File: config.mk
export PLATFORM = sky130hd
export DESIGN_NAME = wheel_odometry_frame_decoder_unit
export DESIGN_NICKNAME = d
export VERILOG_FILES = /design/src/hw/rtl/wofd_pkg.sv /design/src/hw/rtl/wheel_odometry_frame_decoder_unit.sv
export SDC_FILE = /design/constraint.sdc
export NUM_CORES = 1
export LEC_CHECK = 0
export ABC_AREA = 0
export BUFFER_PORTS_ARGS = -buffer_cell sky130_fd_sc_hd__buf_2
export CORE_MARGIN = 1.5
export CORE_UTILIZATION = 60
export CTS_BUF_LIST = sky130_fd_sc_hd__clkbuf_16
export CTS_CLUSTER_SIZE = 24
export DETAILED_ROUTE_END_ITERATION = 10
export PLACE_DENSITY_LB_ADDON = 0.05
export SLEW_MARGIN = 20
export SYNTH_ARGS = -nofsm -noshare
export SYNTH_HDL_FRONTEND = slang
export SYNTH_SLANG_ARGS = --single-unit
File: constraint.sdc
create_clock -name i_clk -period 8.65 [get_ports i_clk]
set_clock_uncertainty 0.05 [all_clocks]
set_input_delay 1.73 -clock i_clk [delete_from_list [all_inputs] [get_ports i_clk]]
set_output_delay 1.73 -clock i_clk [all_outputs]
set_load 0.05 [all_outputs]
File: src/hw/rtl/wofd_pkg.sv
// ----------------------------------------------------------------------------
// Wheel odometry frame decoder package
// Shared constants, widths and result codes for the frame decoder.
// ----------------------------------------------------------------------------
`default_nettype none

package wofd_pkg;

    // Byte and field widths.
    localparam int BYTE_W      = 8;
    localparam int COUNT_W     = 4;
    localparam int MAG_W       = 11;
    localparam int DELTA_W     = 12;
    localparam int TOTAL_OUT_W = 32;

    // Stream payload widths (tdata padded to whole bytes).
    localparam int OUT_FIELDS_W = COUNT_W + 2 * DELTA_W + 2 * TOTAL_OUT_W;
    localparam int OUT_TDATA_W  = ((OUT_FIELDS_W + BYTE_W - 1) / BYTE_W) * BYTE_W;
    localparam int KIND_W       = 2;

    // Parameter defaults.
    localparam int DEF_MAX_FRAME_BYTES = 10;
    localparam int DEF_TOTAL_WIDTH     = 32;

    // Frame layout.
    localparam logic [BYTE_W-1:0]  TERMINATOR     = 8'hFF;
    localparam logic [COUNT_W-1:0] ODOM_FRAME_LEN = 4'd8;
    localparam logic [COUNT_W-1:0] SIGN_POS       = 4'd3;
    localparam logic [COUNT_W-1:0] LEFT_LO_POS    = 4'd4;
    localparam logic [COUNT_W-1:0] RIGHT_LO_POS   = 4'd5;

    // Bits of the sign byte.
    localparam int LEFT_POS_BIT  = 0;
    localparam int RIGHT_NEG_BIT = 1;
    localparam int LEFT_HI_LSB   = 5;
    localparam int RIGHT_HI_LSB  = 2;
    localparam int HI_W          = 3;

    // Result codes.
    typedef enum logic [KIND_W-1:0] {
        KIND_ODOM    = 2'd0,
        KIND_OTHER   = 2'd1,
        KIND_DISCARD = 2'd2
    } t_frame_kind;

endpackage : wofd_pkg

`default_nettype wire

File: src/hw/rtl/wheel_odometry_frame_decoder_unit.sv
// ----------------------------------------------------------------------------
// Wheel odometry frame decoder
// Cuts received bytes into 0xFF-terminated frames (cut at MAX_FRAME_BYTES) and
// accumulates the wheel increments of 8-byte frames into two wrapping totals.
// ----------------------------------------------------------------------------
//
//  Channel  | Direction | Request carries
//  ---------+-----------+----------------------------------------------------
//  s_axis   | in        | one received byte
//  m_axis   | out       | one result per ended frame (kind, length, deltas,
//           |           | totals)
//
//  A byte is taken in every cycle while results are drained. A byte is decoded
//  from the input register and its result, if any, is loaded at the next edge
//  into the queue head, or behind an earlier result in the skid entry.
//  Reset clears the byte count, the totals and all valid flags.
//  A two-entry result queue lets input continue while a result waits; the
//  input stalls when at least two of the input register and the queue entries
//  are occupied and the head is not taken in that cycle, or all three are.
//
`default_nettype none

module wheel_odometry_frame_decoder_unit
    import wofd_pkg::*;
#(
    parameter int MAX_FRAME_BYTES = DEF_MAX_FRAME_BYTES,
    parameter int TOTAL_WIDTH     = DEF_TOTAL_WIDTH
) (
    input  wire logic                   i_clk,
    input  wire logic                   i_rst_n,
    // Input stream.
    input  wire logic                   s_axis_tvalid,
    output logic                        s_axis_tready,
    input  wire logic [BYTE_W-1:0]      s_axis_tdata,   // [7:0] rx_byte
    // Result stream.
    output logic                        m_axis_tvalid,
    input  wire logic                   m_axis_tready,
    // [3:0] frame_length, [15:4] left_delta, [27:16] right_delta,
    // [59:28] left_total, [91:60] right_total, [95:92] zero
    output logic [OUT_TDATA_W-1:0]      m_axis_tdata,
    output logic [KIND_W-1:0]           m_axis_tuser    // [1:0] frame_kind
);

    localparam logic [COUNT_W-1:0] MAX_LEN = COUNT_W'(MAX_FRAME_BYTES);
    localparam int                 PAD_W   = OUT_TDATA_W - OUT_FIELDS_W;

    // Input register.
    logic                    r_in_vld;
    logic [BYTE_W-1:0]       r_in_byte;

    // Frame state.
    logic [COUNT_W-1:0]      r_count,   n_count;
    logic [BYTE_W-1:0]       r_sign,    n_sign;
    logic [BYTE_W-1:0]       r_left_lo, n_left_lo;
    logic [BYTE_W-1:0]       r_right_lo, n_right_lo;
    logic signed [TOTAL_WIDTH-1:0] r_left_sum,  n_left_sum;
    logic signed [TOTAL_WIDTH-1:0] r_right_sum, n_right_sum;

    // Result queue: head and skid entries.
    logic                    r_out_vld,  n_out_vld;
    logic [OUT_TDATA_W-1:0]  r_out_data, n_out_data;
    logic [KIND_W-1:0]       r_out_kind, n_out_kind;
    logic                    r_skid_vld,  n_skid_vld;
    logic [OUT_TDATA_W-1:0]  r_skid_data, n_skid_data;
    logic [KIND_W-1:0]       r_skid_kind, n_skid_kind;

    // Decode signals.
    logic [COUNT_W-1:0]      len;
    logic                    res_vld;
    t_frame_kind             kind;
    logic [MAG_W-1:0]        left_mag, right_mag;
    logic signed [DELTA_W-1:0] left_delta, right_delta;
    logic [OUT_TDATA_W-1:0]  res_data;
    logic                    push, pop;
    logic [1:0]              occ;

    // Accept a byte when the queue can still absorb everything in flight.
    always_comb begin
        occ           = 2'(r_out_vld) + 2'(r_skid_vld) + 2'(r_in_vld);
        pop           = r_out_vld && m_axis_tready;
        s_axis_tready = (occ <= (2'd1 + 2'(pop)));
    end

    always_ff @(posedge i_clk) begin
        if (!i_rst_n) begin
            r_in_vld <= 1'b0;
        end else begin
            r_in_vld <= s_axis_tvalid && s_axis_tready;
        end
        r_in_byte <= s_axis_tdata;
    end

    // Frame decode and total update for the byte in the input register.
    always_comb begin
        n_count     = r_count;
        n_sign      = r_sign;
        n_left_lo   = r_left_lo;
        n_right_lo  = r_right_lo;
        n_left_sum  = r_left_sum;
        n_right_sum = r_right_sum;
        res_vld     = 1'b0;
        kind        = KIND_OTHER;
        len         = r_count + COUNT_W'(1);

        left_mag  = {r_sign[LEFT_HI_LSB +: HI_W], r_left_lo};
        right_mag = {r_sign[RIGHT_HI_LSB +: HI_W], r_right_lo};
        left_delta  = DELTA_W'(0);
        right_delta = DELTA_W'(0);

        if (r_in_vld) begin
            // Capture the sign byte and both low bytes at their positions.
            if (r_count == SIGN_POS) begin
                n_sign = r_in_byte;
            end else if (r_count == LEFT_LO_POS) begin
                n_left_lo = r_in_byte;
            end else if (r_count == RIGHT_LO_POS) begin
                n_right_lo = r_in_byte;
            end

            if (len >= MAX_LEN) begin
                res_vld = 1'b1;
                kind    = KIND_DISCARD;
            end else if (r_in_byte == TERMINATOR) begin
                res_vld = 1'b1;
                kind    = (len == ODOM_FRAME_LEN) ? KIND_ODOM : KIND_OTHER;
            end

            if (res_vld) begin
                n_count = '0;
            end else begin
                n_count = len;
            end

            // An odometry frame applies both signed increments.
            if (res_vld && (kind == KIND_ODOM)) begin
                left_delta  = r_sign[LEFT_POS_BIT]
                            ? $signed({1'b0, left_mag})
                            : -$signed({1'b0, left_mag});
                right_delta = r_sign[RIGHT_NEG_BIT]
                            ? -$signed({1'b0, right_mag})
                            : $signed({1'b0, right_mag});
                n_left_sum  = r_left_sum  + TOTAL_WIDTH'(left_delta);
                n_right_sum = r_right_sum + TOTAL_WIDTH'(right_delta);
            end
        end

        res_data = {PAD_W'(0),
                    TOTAL_OUT_W'(n_right_sum),
                    TOTAL_OUT_W'(n_left_sum),
                    right_delta,
                    left_delta,
                    len};
        push = r_in_vld && res_vld;
    end

    // Two-entry result queue.
    always_comb begin
        n_out_vld   = r_out_vld;
        n_out_data  = r_out_data;
        n_out_kind  = r_out_kind;
        n_skid_vld  = r_skid_vld;
        n_skid_data = r_skid_data;
        n_skid_kind = r_skid_kind;

        if (pop || !r_out_vld) begin
            if (r_skid_vld) begin
                n_out_vld   = 1'b1;
                n_out_data  = r_skid_data;
                n_out_kind  = r_skid_kind;
                n_skid_vld  = push;
                n_skid_data = res_data;
                n_skid_kind = kind;
            end else begin
                n_out_vld  = push;
                n_out_data = res_data;
                n_out_kind = kind;
            end
        end else if (push) begin
            n_skid_vld  = 1'b1;
            n_skid_data = res_data;
            n_skid_kind = kind;
        end
    end

    // State and queue registers.
    always_ff @(posedge i_clk) begin
        if (!i_rst_n) begin
            r_count     <= '0;
            r_sign      <= '0;
            r_left_lo   <= '0;
            r_right_lo  <= '0;
            r_left_sum  <= '0;
            r_right_sum <= '0;
            r_out_vld   <= 1'b0;
            r_skid_vld  <= 1'b0;
        end else begin
            r_count     <= n_count;
            r_sign      <= n_sign;
            r_left_lo   <= n_left_lo;
            r_right_lo  <= n_right_lo;
            r_left_sum  <= n_left_sum;
            r_right_sum <= n_right_sum;
            r_out_vld   <= n_out_vld;
            r_skid_vld  <= n_skid_vld;
        end
        r_out_data  <= n_out_data;
        r_out_kind  <= n_out_kind;
        r_skid_data <= n_skid_data;
        r_skid_kind <= n_skid_kind;
    end

    assign m_axis_tvalid = r_out_vld;
    assign m_axis_tdata  = r_out_data;
    assign m_axis_tuser  = r_out_kind;

endmodule : wheel_odometry_frame_decoder_unit

`default_nettype wire
* After elaboration in Yosys (flattened, before gate mapping) *
Index checks and enable logic that the tools add are counted.
W data, S select, Z words.

cells by class
  add/sub/neg operators = 8
  order comparisons = 2
  equal/unequal tests = 6
  muxes and demuxes = 32
  bitwise operators = 2
  reductions and logical operators = 12

operators by type and width
  kind                   count
  $mux W96               3
  $mux W32               4
  $mux W92               1
  $mux W12               6
  $add A32 B12 Y32       2
  $neg A11 Y12           2
  $mux W2                7
  $mux W1                10
  $eq A4 B3 Y1 const B   2
  $eq A8 B8 Y1 const B   1
  $add A4 B1 Y4 const B  1
  $eq A4 B2 Y1 const B   1
  $eq A4 B4 Y1 const B   1
  $ge A4 B4 Y1 const B   1
  $logic_and A1 B1 Y1    4
  $mux W4                1
  $reduce_and A2 Y1      2
  $reduce_and A4 Y1      1
  $reduce_and A3 Y1      1
  $add A1 B1 Y2          1
  $add A1 B1 Y2 const A  1
  $add A2 B1 Y2          1
  $le A2 B2 Y1           1
  $logic_not A2 Y1       1
  other kinds (5)        6

word-level totals
  register bits after elaboration = 299
  input port bits = 12
  output and inout bits = 100

* Longest topological paths before layout *
Gate-level depths: netlist of the first run.

  word-level depth = 12
  mapped depth = 17

* Worst setup path before layout of the first run *
No wires, ideal clock.

  kind = in2reg
  start point = input port m_axis_tready
  end point = register r_skid_data[0], enable pin
  arrival time = 6.526 ns
  data required time = 8.022 ns
  slack = 1.496 ns
  stages = 3
  cells stage by stage = nor2b_1 nor2_1 a21oi_1

between the ends
  word-level cells in the longest chain between the ends = 4
  elaborated cells on any way between the ends = 5
  classes of those cells = 1 x eq/ne; 4 x reduce/logical

ends and longest elaborated chain
  what                                                                 RTL line                                  RTL
  start: declaration                                                   wheel_odometry_frame_decoder_unit.sv:37   input wire logic m_axis_tready,
  $logic_and A1 B1 Y1 (*)                                              wheel_odometry_frame_decoder_unit.sv:80   pop = r_out_vld && m_axis_tready;
  $logic_or A1 B1 Y1 (*)                                               wheel_odometry_frame_decoder_unit.sv:165  if (pop || !r_out_vld) begin
  $ne A2 B2 Y1 (no line) / $reduce_bool A2 Y1 (equally long branches)  --
  $reduce_and A2 Y1 (no line) (*)                                      --
  end signal: assignment                                               wheel_odometry_frame_decoder_unit.sv:208  r_skid_data <= n_skid_data;
  end: declaration                                                     wheel_odometry_frame_decoder_unit.sv:64   logic [OUT_TDATA_W-1:0] r_skid_data, n_skid_data;

Mark *: on every way between the ends. The rest lies on a longest branch, timed or not.
A chain may end at the register's enable or synchronous reset.

* Final worst setup path of the first run *
  start point = register r_right_lo[3]
  end point = register r_out_data[90] (netlist: m_axis_tdata[90]), data pin

between the ends
  word-level cells in the longest chain between the ends = 6

ends and longest elaborated chain
  what                      RTL line                                  RTL
  start: declaration        wheel_odometry_frame_decoder_unit.sv:55   logic [BYTE_W-1:0] r_right_lo, n_right_lo;
  start signal: assignment  wheel_odometry_frame_decoder_unit.sv:200  r_right_lo <= n_right_lo;
  $neg A11 Y12              wheel_odometry_frame_decoder_unit.sv:140  ? -$signed({1'b0, right_mag})
  $mux W12 (*)              wheel_odometry_frame_decoder_unit.sv:140
  $add A32 B12 Y32 (*)      wheel_odometry_frame_decoder_unit.sv:143  n_right_sum = r_right_sum + TOTAL_WIDTH'(right_delta);
  $mux W32 (*)              wheel_odometry_frame_decoder_unit.sv:135  if (res_vld && (kind == KIND_ODOM)) begin
  $mux W32 (*)              wheel_odometry_frame_decoder_unit.sv:110  if (r_in_vld) begin
  $mux W92 (*)              wheel_odometry_frame_decoder_unit.sv:166  if (r_skid_vld) begin
  end signal: assignment    wheel_odometry_frame_decoder_unit.sv:206  r_out_data <= n_out_data;
  end: declaration          wheel_odometry_frame_decoder_unit.sv:61   logic [OUT_TDATA_W-1:0] r_out_data, n_out_data;

Marked as above.

==> impl_metrics.ini, run 1 <==
[floorplanning]
die-area_sq_um = 25390
die_w_um = 159.3
row_count = 57
ios = 112
fp.dieH_um = 159.3
start_util_pct = 60.66
core_area_sq_um = 24180

[critical_path]
rr_endpoint = m_axis_tdata[90]
end_kind = flip-flop
crit_type = flip-flop to flip-flop
rrSetupSlack_ns = 4.02
cp-startpoint = r_right_lo[3]
critPathArrivalTime_ns = 4.86
start_kind = flip-flop
required_ns = 8.88
worstRegToRegCells = 15
cp-endpoint = m_axis_tdata[90]
r2r-start = r_right_lo[3]
cp_max_fo = 22

[clock_tree]
cts-htree-levels = 1
clk_latency_ns = 0.56
clockBufferDepth = 3
cts_tree = done
cts_hold_buf = 0
cts_buffers = 29
clk_pin_slew_ns = 0.06
clock_sinks = 291
root_buffer = clkbuf_16
cts_resized = 0
post_cts_buffers = 0

[drt]
vias = 10220
drc = 0
wire_per_inst_um = 17.12
ant_nets = 0
wirelength_um = 30760
firstDrtPassIters = 5
first_iter_violations = 705
viasPerCell = 5.689

[placement]
place_area_sq_um = 15450
port-buffer-count = 107
hpwl_um = 20280
routabilityCongestion = 0.8932

[layout]
regArea_sq_um = 7707
fin_nets = 1534
final_common_cell = edfxtp_1
fillCellCount = 1879
final_area_sq_um = 16430
multi_input_area_sq_um = 6594
drive_gt1_share_pct = 17.53
layout_common_cells = edfxtp_1 (188), nand2_1 (172), buf_2 (107)
area_growth_pct = 12.05

[logic_synthesis]
syn_area_sq_um = 14670
avgSynthCellArea_sq_um = 10.74
yosys_register_bits = 291
yosysSeqAreaShare_pct = 52.55
synth_ff_type = edfxtp_1
yosysUniqueCellTypes = 77
yosys_warnings = 0
synthArstFlopShare_pct = 0
synth-edff-count = 188
synthesis.instances = 1366

[worst_hold_path]
hp-class = flip-flop to flip-flop

[timing]
tightest_slew_ns = 1.055
rsz0062_at_grt = no
finalHoldViolations = 0
fmax_ghz = 0.2162
slew_violations = 0
tns_ns = 0
final-setup-viol-count = 0
fin_crit_ns = 4.625
slew-limit-headroom_pct = 29.46
min_period_over_period_pct = 53.47

[grt]
grt_util_all_layers_pct = 24.24
grt_pass1_vias = 9619
grt_antenna_before_repair = 0
grt_pass1_wl_um = 50250
grt_overflow = 0
grt_max_degree = 70

[pwr]
irDropWorstVdd_mv = 0.1904
pwr_density_cell_nw_per_um2 = 170.3
leakage_uw = 0.007203

[outcome]
status = completed

[run]
cap_violations = 0
critical path: stages, from the launching register on:
cell,delay (ns)
dfxtp_1,0.34
or3_1,0.38
or3_1,0.37
or3_4,0.35
o31ai_4,0.26
inv_2,0.26
ha_1,0.44
a21o_1,0.20
a21o_1,0.17
a21oi_1,0.28
o21bai_1,0.09
a2111oi_0,0.56
o2bb2ai_1,0.18
a21oi_1,0.07
mux2i_1,0.28
o31ai_1,0.09
cell usage after synthesis, types with 27 or more instances:
master	count	area (sq um)
a21oi_1	96	480.5
xor2_1	34	297.8
dfxtp_1	103	2062
ha_1	70	875.8
and2_1	63	394.1
and3_1	27	168.9
nand2_1	173	649.4
o21ai_0	30	150.1
clkbuf_1	59	221.5
inv_1	32	120.1
nor2_1	79	296.5
xnor2_1	34	297.8
edfxtp_1	188	5645
mux2_2	80	900.9
o21ai_1	55	275.3
a21o_1	30	225.2
layer usage:
layer  GRT usage, %  routed length [um]  vias to the layer above
met3          3.490                1666                       39
met4          5.060                 448                        0
met1          37.92               15440                     4806
li1               -                   -                     5118
met2          35.85               13210                      261
met5              0                   0                        -
stage by stage:
| step | hold slack, ns | utilization (%) | power (uW) | std cells | setup WS [ns] |
|---|---|---|---|---|---|
| after floorplan | 0.3863 | - | 1531 | 1369 | 1.496 |
| after global placement | 0.4114 | 63.91 | 1546 | 1742 | 4.094 |
| after detailed placement | 0.4019 | 63.91 | 1546 | 1742 | 4.065 |
| after CTS | 0.4181 | 67.97 | 2825 | 1796 | 4.039 |
| after global routing | 0.4459 | 67.97 | 2883 | 1796 | 3.699 |
| final | 0.4171 | 67.98 | 2799 | 1797 | 4.025 |
power by group:
part / total [uW] / internal [uW] / switching, uW
Combinational: 42.7 / 10.4 / 32.3
Sequential: 1470 / 1470 / 6.83
Clock: 1280 / 759 / 524
Total: 2800 / 2240 / 563
worst min path at each step:
stage | startpoint | end | slack [ns] | cells after the start
2_1_floorplan | r_left_lo[6] | r_left_lo[6] | 0.39 | 2
3_3_place_gp | r_left_lo[6] | r_left_lo[6] | 0.41 | 2
3_5_place_dp | r_left_lo[6] | r_left_lo[6] | 0.40 | 2
4_1_cts | r_left_lo[6] | r_left_lo[6] | 0.42 | 2
5_1_grt | r_left_lo[6] | r_left_lo[6] | 0.45 | 2
6_report | r_left_lo[6] | r_left_lo[6] | 0.42 | 2
cell type report:
| type | instances | area share [%] |
|---|---|---|
| Antenna cell | 1 | 0.01523 |
| Clock buffer | 29 | 4.416 |
| Clock inverter | 25 | 1.545 |
| Inverter | 35 | 0.8222 |
| Multi-Input combinational cell | 975 | 40.12 |
| Sequential cell | 291 | 46.90 |
| Tap cell | 324 | 2.467 |
| Timing Repair Buffer | 117 | 3.715 |
kinds of logic (layout without fill, tap and decap cells):
logic type	Yosys count	count (layout)	share of synthesized area [%]
adder cells (fa/ha/maj)	74	74	6.449
flip-flops	291	291	52.55
multiplexers	94	94	7.098
other	1	5	0.02557
buffers and inverters	103	206	2.773
XOR/XNOR	68	68	4.061
AO/OA/AOI/OAI	308	308	13.08
AND/OR/NAND/NOR	427	427	13.97
sequential cells by signal, indices dropped and copies added, names as in the netlist:
| name | flops |
|---|---|
| m_axis_tdata | 92 |
| m_axis_tuser | 2 |
| m_axis_tvalid | 1 |
| r_count | 4 |
| r_in_byte | 8 |
| r_in_vld | 1 |
| r_left_lo | 8 |
| r_left_sum | 32 |
| r_right_lo | 8 |
| r_right_sum | 32 |
| r_sign | 8 |
| r_skid_data | 92 |
| r_skid_kind | 2 |
| r_skid_vld | 1 |
Power figures use the tool's default switching activity.
==> inputs of run 2 (changes only) <==
==> constraint.sdc (replaced) <==
create_clock -name i_clk -period 4.8 [get_ports i_clk]
set_clock_uncertainty 0.05 [all_clocks]
set_input_delay 0.96 -clock i_clk [delete_from_list [all_inputs] [get_ports i_clk]]
set_output_delay 0.96 -clock i_clk [all_outputs]
set_load 0.05 [all_outputs]
==> impl_metrics.ini, run 2 (synthesis gave the netlist of run 1 again) <==
[outcome]
status = completed

[floorplanning]
ios = 112
core_area_sq_um = 24180
fp.dieH_um = 159.3
start_util_pct = 60.66
die_w_um = 159.3
die-area_sq_um = 25390
row_count = 57

[drt]
viasPerCell = 5.670
wirelength_um = 30810
drc = 0
vias = 10220
ant_nets = 0
first_iter_violations = 677
wire_per_inst_um = 17.09
firstDrtPassIters = 5

[timing]
final-setup-viol-count = 0
finalHoldViolations = 0
rsz0062_at_grt = no
slew-limit-headroom_pct = 29.56
fmax_ghz = 0.2223
tns_ns = 0
fin_crit_ns = 4.499
setup_slack_ns = 0.3011
slew_violations = 0
tightest_slew_ns = 1.057
min_period_over_period_pct = 93.73

[clock_tree]
cts_tree = done
clockBufferDepth = 3
cts_buffers = 29
clock_sinks = 291
root_buffer = clkbuf_16
clk_pin_slew_ns = 0.06
clk_latency_ns = 0.54
cts_hold_buf = 0
cts-htree-levels = 1

[layout]
multi_input_area_sq_um = 6603
utilization_pct = 67.89
final_common_cell = edfxtp_1
final_area_sq_um = 16410
regArea_sq_um = 7707
fin_cells = 1802
n_antenna_cell = 0
layout_common_cells = edfxtp_1 (188), nand2_1 (172), buf_2 (107)
fillCellCount = 1905
area_growth_pct = 11.92
drive_gt1_share_pct = 17.86
fin_nets = 1541

[grt]
top_usage_layer = met2
grt_pass1_wl_um = 50790
grt_overflow = 0
grtUsageMet1_pct = 36.97
grt_antenna_before_repair = 0
grt_pass1_vias = 9863
grt_util_all_layers_pct = 24.32
met2_usage_pct = 37.42
grt_max_degree = 62
grtUsageMet3_pct = 3.490

[placement]
place_ws_ns = 0.1865
port-buffer-count = 107
dp_cells = 1749
routabilityCongestion = 0.8854
hpwl_um = 20970
place_area_sq_um = 15510

[critical_path]
crit_type = flip-flop to flip-flop
rrSetupSlack_ns = 0.30
rr_endpoint = m_axis_tdata[90]
worstRegToRegCells = 15
start_kind = flip-flop
end_kind = flip-flop
r2r-start = r_right_lo[0]
critPathArrivalTime_ns = 4.73
cp-startpoint = r_right_lo[0]
cp-endpoint = m_axis_tdata[90]
cp_max_fo = 22
required_ns = 5.03

[pwr]
clkPwrFrac_pct = 43.7
pwr_density_cell_nw_per_um2 = 295.7
power_switching_uw = 992.7
irDropWorstVdd_mv = 0.2787
intPower_uw = 3861
p_sw_share_pct = 20.45
leakage_uw = 0.007184
combPwrFrac_pct = 1.6
p_seq_share_pct = 54.7

[run]
cap_violations = 0

[worst_hold_path]
hp-class = flip-flop to flip-flop
## run 2: changes by cell type in the layout (fill, tap and decap cells not counted), sizes merged
cell	before	now
bufinv	5	2
buf	117	124
clkinvlp	2	1
diode	1	0
clkinv	13	16
## run 2: power groups by stage
stage	combinational, uW	sequential, uW	clock [uW]
6_report	78.0	2660	2120
5_1_grt	83.7	2660	2260
4_1_cts	77.5	2660	2160
3_5_place_dp	77.1	2710	0
3_3_place_gp	76.2	2710	0
2_1_floorplan	42.8	2720	0
## run 2: per-layer routing
| layer | vias up | part of all wire [%] |
|---|---|---|
| met5 | - | 0 |
| met4 | 0 | 1.1 |
| met3 | 30 | 4.5 |
| met2 | 213 | 44 |
| met1 | 4857 | 51 |
| li1 | 5118 | - |
## run 2: area by class of cell
class	count	area share, %
clock inverters	24	0.9757
multi-input cells	975	40.22
repair buffers	124	4.116
clock buffers	29	4.421
well taps	324	2.470
inverters	35	0.8385
flip-flops and latches	291	46.95
## run 2: how the worst min path moves through the flow
stage,cells after the start,end,from,slack [ns]
floorplan,2,r_left_lo[6],r_left_lo[6],0.39
global placement,2,r_left_lo[6],r_left_lo[6],0.40
detailed placement,2,r_left_lo[6],r_left_lo[6],0.40
CTS,2,r_left_lo[6],r_left_lo[6],0.41
global route,2,r_left_lo[6],r_left_lo[6],0.44
finish,2,r_left_lo[6],r_left_lo[6],0.42
## run 2: timing repair
item / CTS / global route
resized for setup: 0 / 6
endpoints found under the setup margin: 0 / 8
buffers inserted: 0 / 0
## run 2: metrics by stage
stage               hold WS [ns]  total power (uW)
floorplan                 0.3863              2758
global placement          0.4012              2786
detailed placement        0.4032              2786
CTS                       0.4114              4896
global route              0.4384              4995
finish                    0.4183              4854
## run 2: worst max-delay path, stage by stage, from the launching register on
cell       delay (ns)
dfxtp_1          0.34
or3_1            0.42
or3_1            0.35
or3_4            0.36
o31ai_4          0.31
inv_4            0.19
ha_1             0.41
a21o_1           0.19
a21o_1           0.16
a21oi_1          0.26
o21bai_1         0.10
a2111oi_1        0.48
o2bb2ai_1        0.17
a21oi_1          0.07
mux2i_1          0.28
o31ai_1          0.09
==> inputs of run 3 (changes only) <==
--- a/config.mk
+++ b/config.mk
@@ -8,7 +8,7 @@
 export ABC_AREA = 0
 export BUFFER_PORTS_ARGS = -buffer_cell sky130_fd_sc_hd__buf_2
 export CORE_MARGIN = 1.5
-export CORE_UTILIZATION = 60
+export CORE_UTILIZATION = 50
 export CTS_BUF_LIST = sky130_fd_sc_hd__clkbuf_16
 export CTS_CLUSTER_SIZE = 24
 export DETAILED_ROUTE_END_ITERATION = 10
==> impl_metrics.ini, run 3 (synthesis gave the netlist of run 1 again) <==
[outcome]
status = completed

[timing]
fin_crit_ns = 4.529
slew-limit-headroom_pct = 39.74
tns_ns = 0
fin_hold_ws_ns = 0.4104
fmax_ghz = 0.2208
min_period_over_period_pct = 94.35
slew_violations = 0
rsz0062_at_grt = yes
setup_slack_ns = 0.2711
finalHoldViolations = 0
final-setup-viol-count = 0
tightest_slew_ns = 0.9018

[drt]
vias = 10160
firstDrtPassIters = 5
wire_per_inst_um = 16.58
wirelength_um = 30930
ant_nets = 0
drc = 0
first_iter_violations = 554
viasPerCell = 5.448

[pwr]
leakage_uw = 0.007226
irDropWorstVdd_mv = 0.2949
pwr_density_cell_nw_per_um2 = 305.0

[grt]
grt_max_degree = 67
met2_usage_pct = 30.40
top_usage_layer = met1
grt_overflow = 0
grtUsageMet1_pct = 31.48
grtUsageMet3_pct = 2.975
grt_pass1_vias = 9653
grt_pass1_wl_um = 50760
grt_util_all_layers_pct = 20.48
grt_antenna_before_repair = 0

[layout]
area_growth_pct = 13.08
fillCellCount = 2513
n_antenna_cell = 0
drive_gt1_share_pct = 18.23
final_common_cell = edfxtp_1
fin_nets = 1544
final_area_sq_um = 16580
layout_common_cells = edfxtp_1 (188), nand2_1 (172), buf_2 (107)

[floorplanning]
core_area_sq_um = 28780
die-area_sq_um = 30370
start_util_pct = 50.96
fp.dieH_um = 174.3
die_w_um = 174.3
ios = 112
row_count = 62

[clock_tree]
post_cts_buffers = 0
clk_pin_slew_ns = 0.06
cts-htree-levels = 1
clockBufferDepth = 3
clock_sinks = 291
root_buffer = clkbuf_16
cts_tree = done
clk_latency_ns = 0.56
cts_buffers = 30
cts_hold_buf = 0

[run]
cap_violations = 0

[critical_path]
critPathMaxStageDelay_ns = 0.49
worstPathBufferInverterCount = 1
cp_top_family = compound AO/OA/AOI/OAI gates
critPathArrivalTime_ns = 4.78
crit_type = flip-flop to flip-flop
crit_slowest_cell = a2111oi_1
end_kind = flip-flop
cp_max_fo = 22
cp-startpoint = r_right_lo[0]
r2r-start = r_right_lo[0]
required_ns = 5.05
path_cells = or3_1 > or3_1 > or3_4 > o31ai_4 > inv_2 > ha_1 > a21o_1 > a21o_1 > a21oi_1 > o21bai_1 > a2111oi_1 > o2bb2ai_1 > a21oi_1 > mux2i_1 > o31ai_1
start_kind = flip-flop

[placement]
port-buffer-count = 107
hpwl_um = 21220
routabilityCongestion = 0.9128
place_area_sq_um = 15590
place_ws_ns = 0.2255

[worst_hold_path]
hp-class = flip-flop to flip-flop
hp-start = r_left_lo[6]
run 3: final timing paths:
kind	endpoint	slack, ns	cells past startpoint
setup / recovery	m_axis_tdata[90]	0.27	15
hold / removal	r_left_lo[6]	0.41	2
setup reg to reg	m_axis_tdata[90]	0.27	15
hold reg to reg	r_left_lo[6]	0.41	2
run 3: worst register-to-register path, delay by kind of cell, from the launching register on:
kind                       cells  cell delay, ns
muxes                          1            0.26
AOI/OAI and AO/OA              9            1.80
DFF                            1            0.33
adders and majority gates      1            0.45
and+or+nand+nor                3            1.11
buffers and inverters          1            0.25
run 3: power breakdown:
| group | total, uW | internal [uW] | switching (uW) |
|---|---|---|---|
| registers | 2660 | 2640 | 12.9 |
| logic | 77.3 | 19.4 | 57.9 |
| clock network | 2320 | 1350 | 972 |
| total | 5060 | 4020 | 1040 |
run 3: cell type report:
type	count	area [sq um]	share of cell area [%]
Clock buffer	30	750.7	4.527
Timing Repair Buffer	126	678.2	4.089
Inverter	35	135.1	0.8148
Tap cell	384	480.5	2.897
Sequential cell	291	7707	46.47
Clock inverter	24	235.2	1.418
Multi-Input combinational cell	975	6598	39.78
run 3: per-stage QoR:
stage / util [%] / cells / power, uW
after detailed placement: 54.16 / 1811 / 2788
after global routing: 57.63 / 1865 / 5223
final: 57.63 / 1865 / 5059
after global placement: 54.16 / 1811 / 2788
after CTS: 57.59 / 1865 / 5120
after floorplan: - / 1369 / 2758
run 3: repair_timing:
action,in CTS,in global routing
hold endpoints to repair,0,0
endpoints found under the setup margin,0,4
resized for setup,0,3
run 3: layer usage:
metal	part of all wire, %	wire (um)
met5	0	0
met3	4.5	1406
met2	42	12910
met4	1.5	469
met1	52	16140
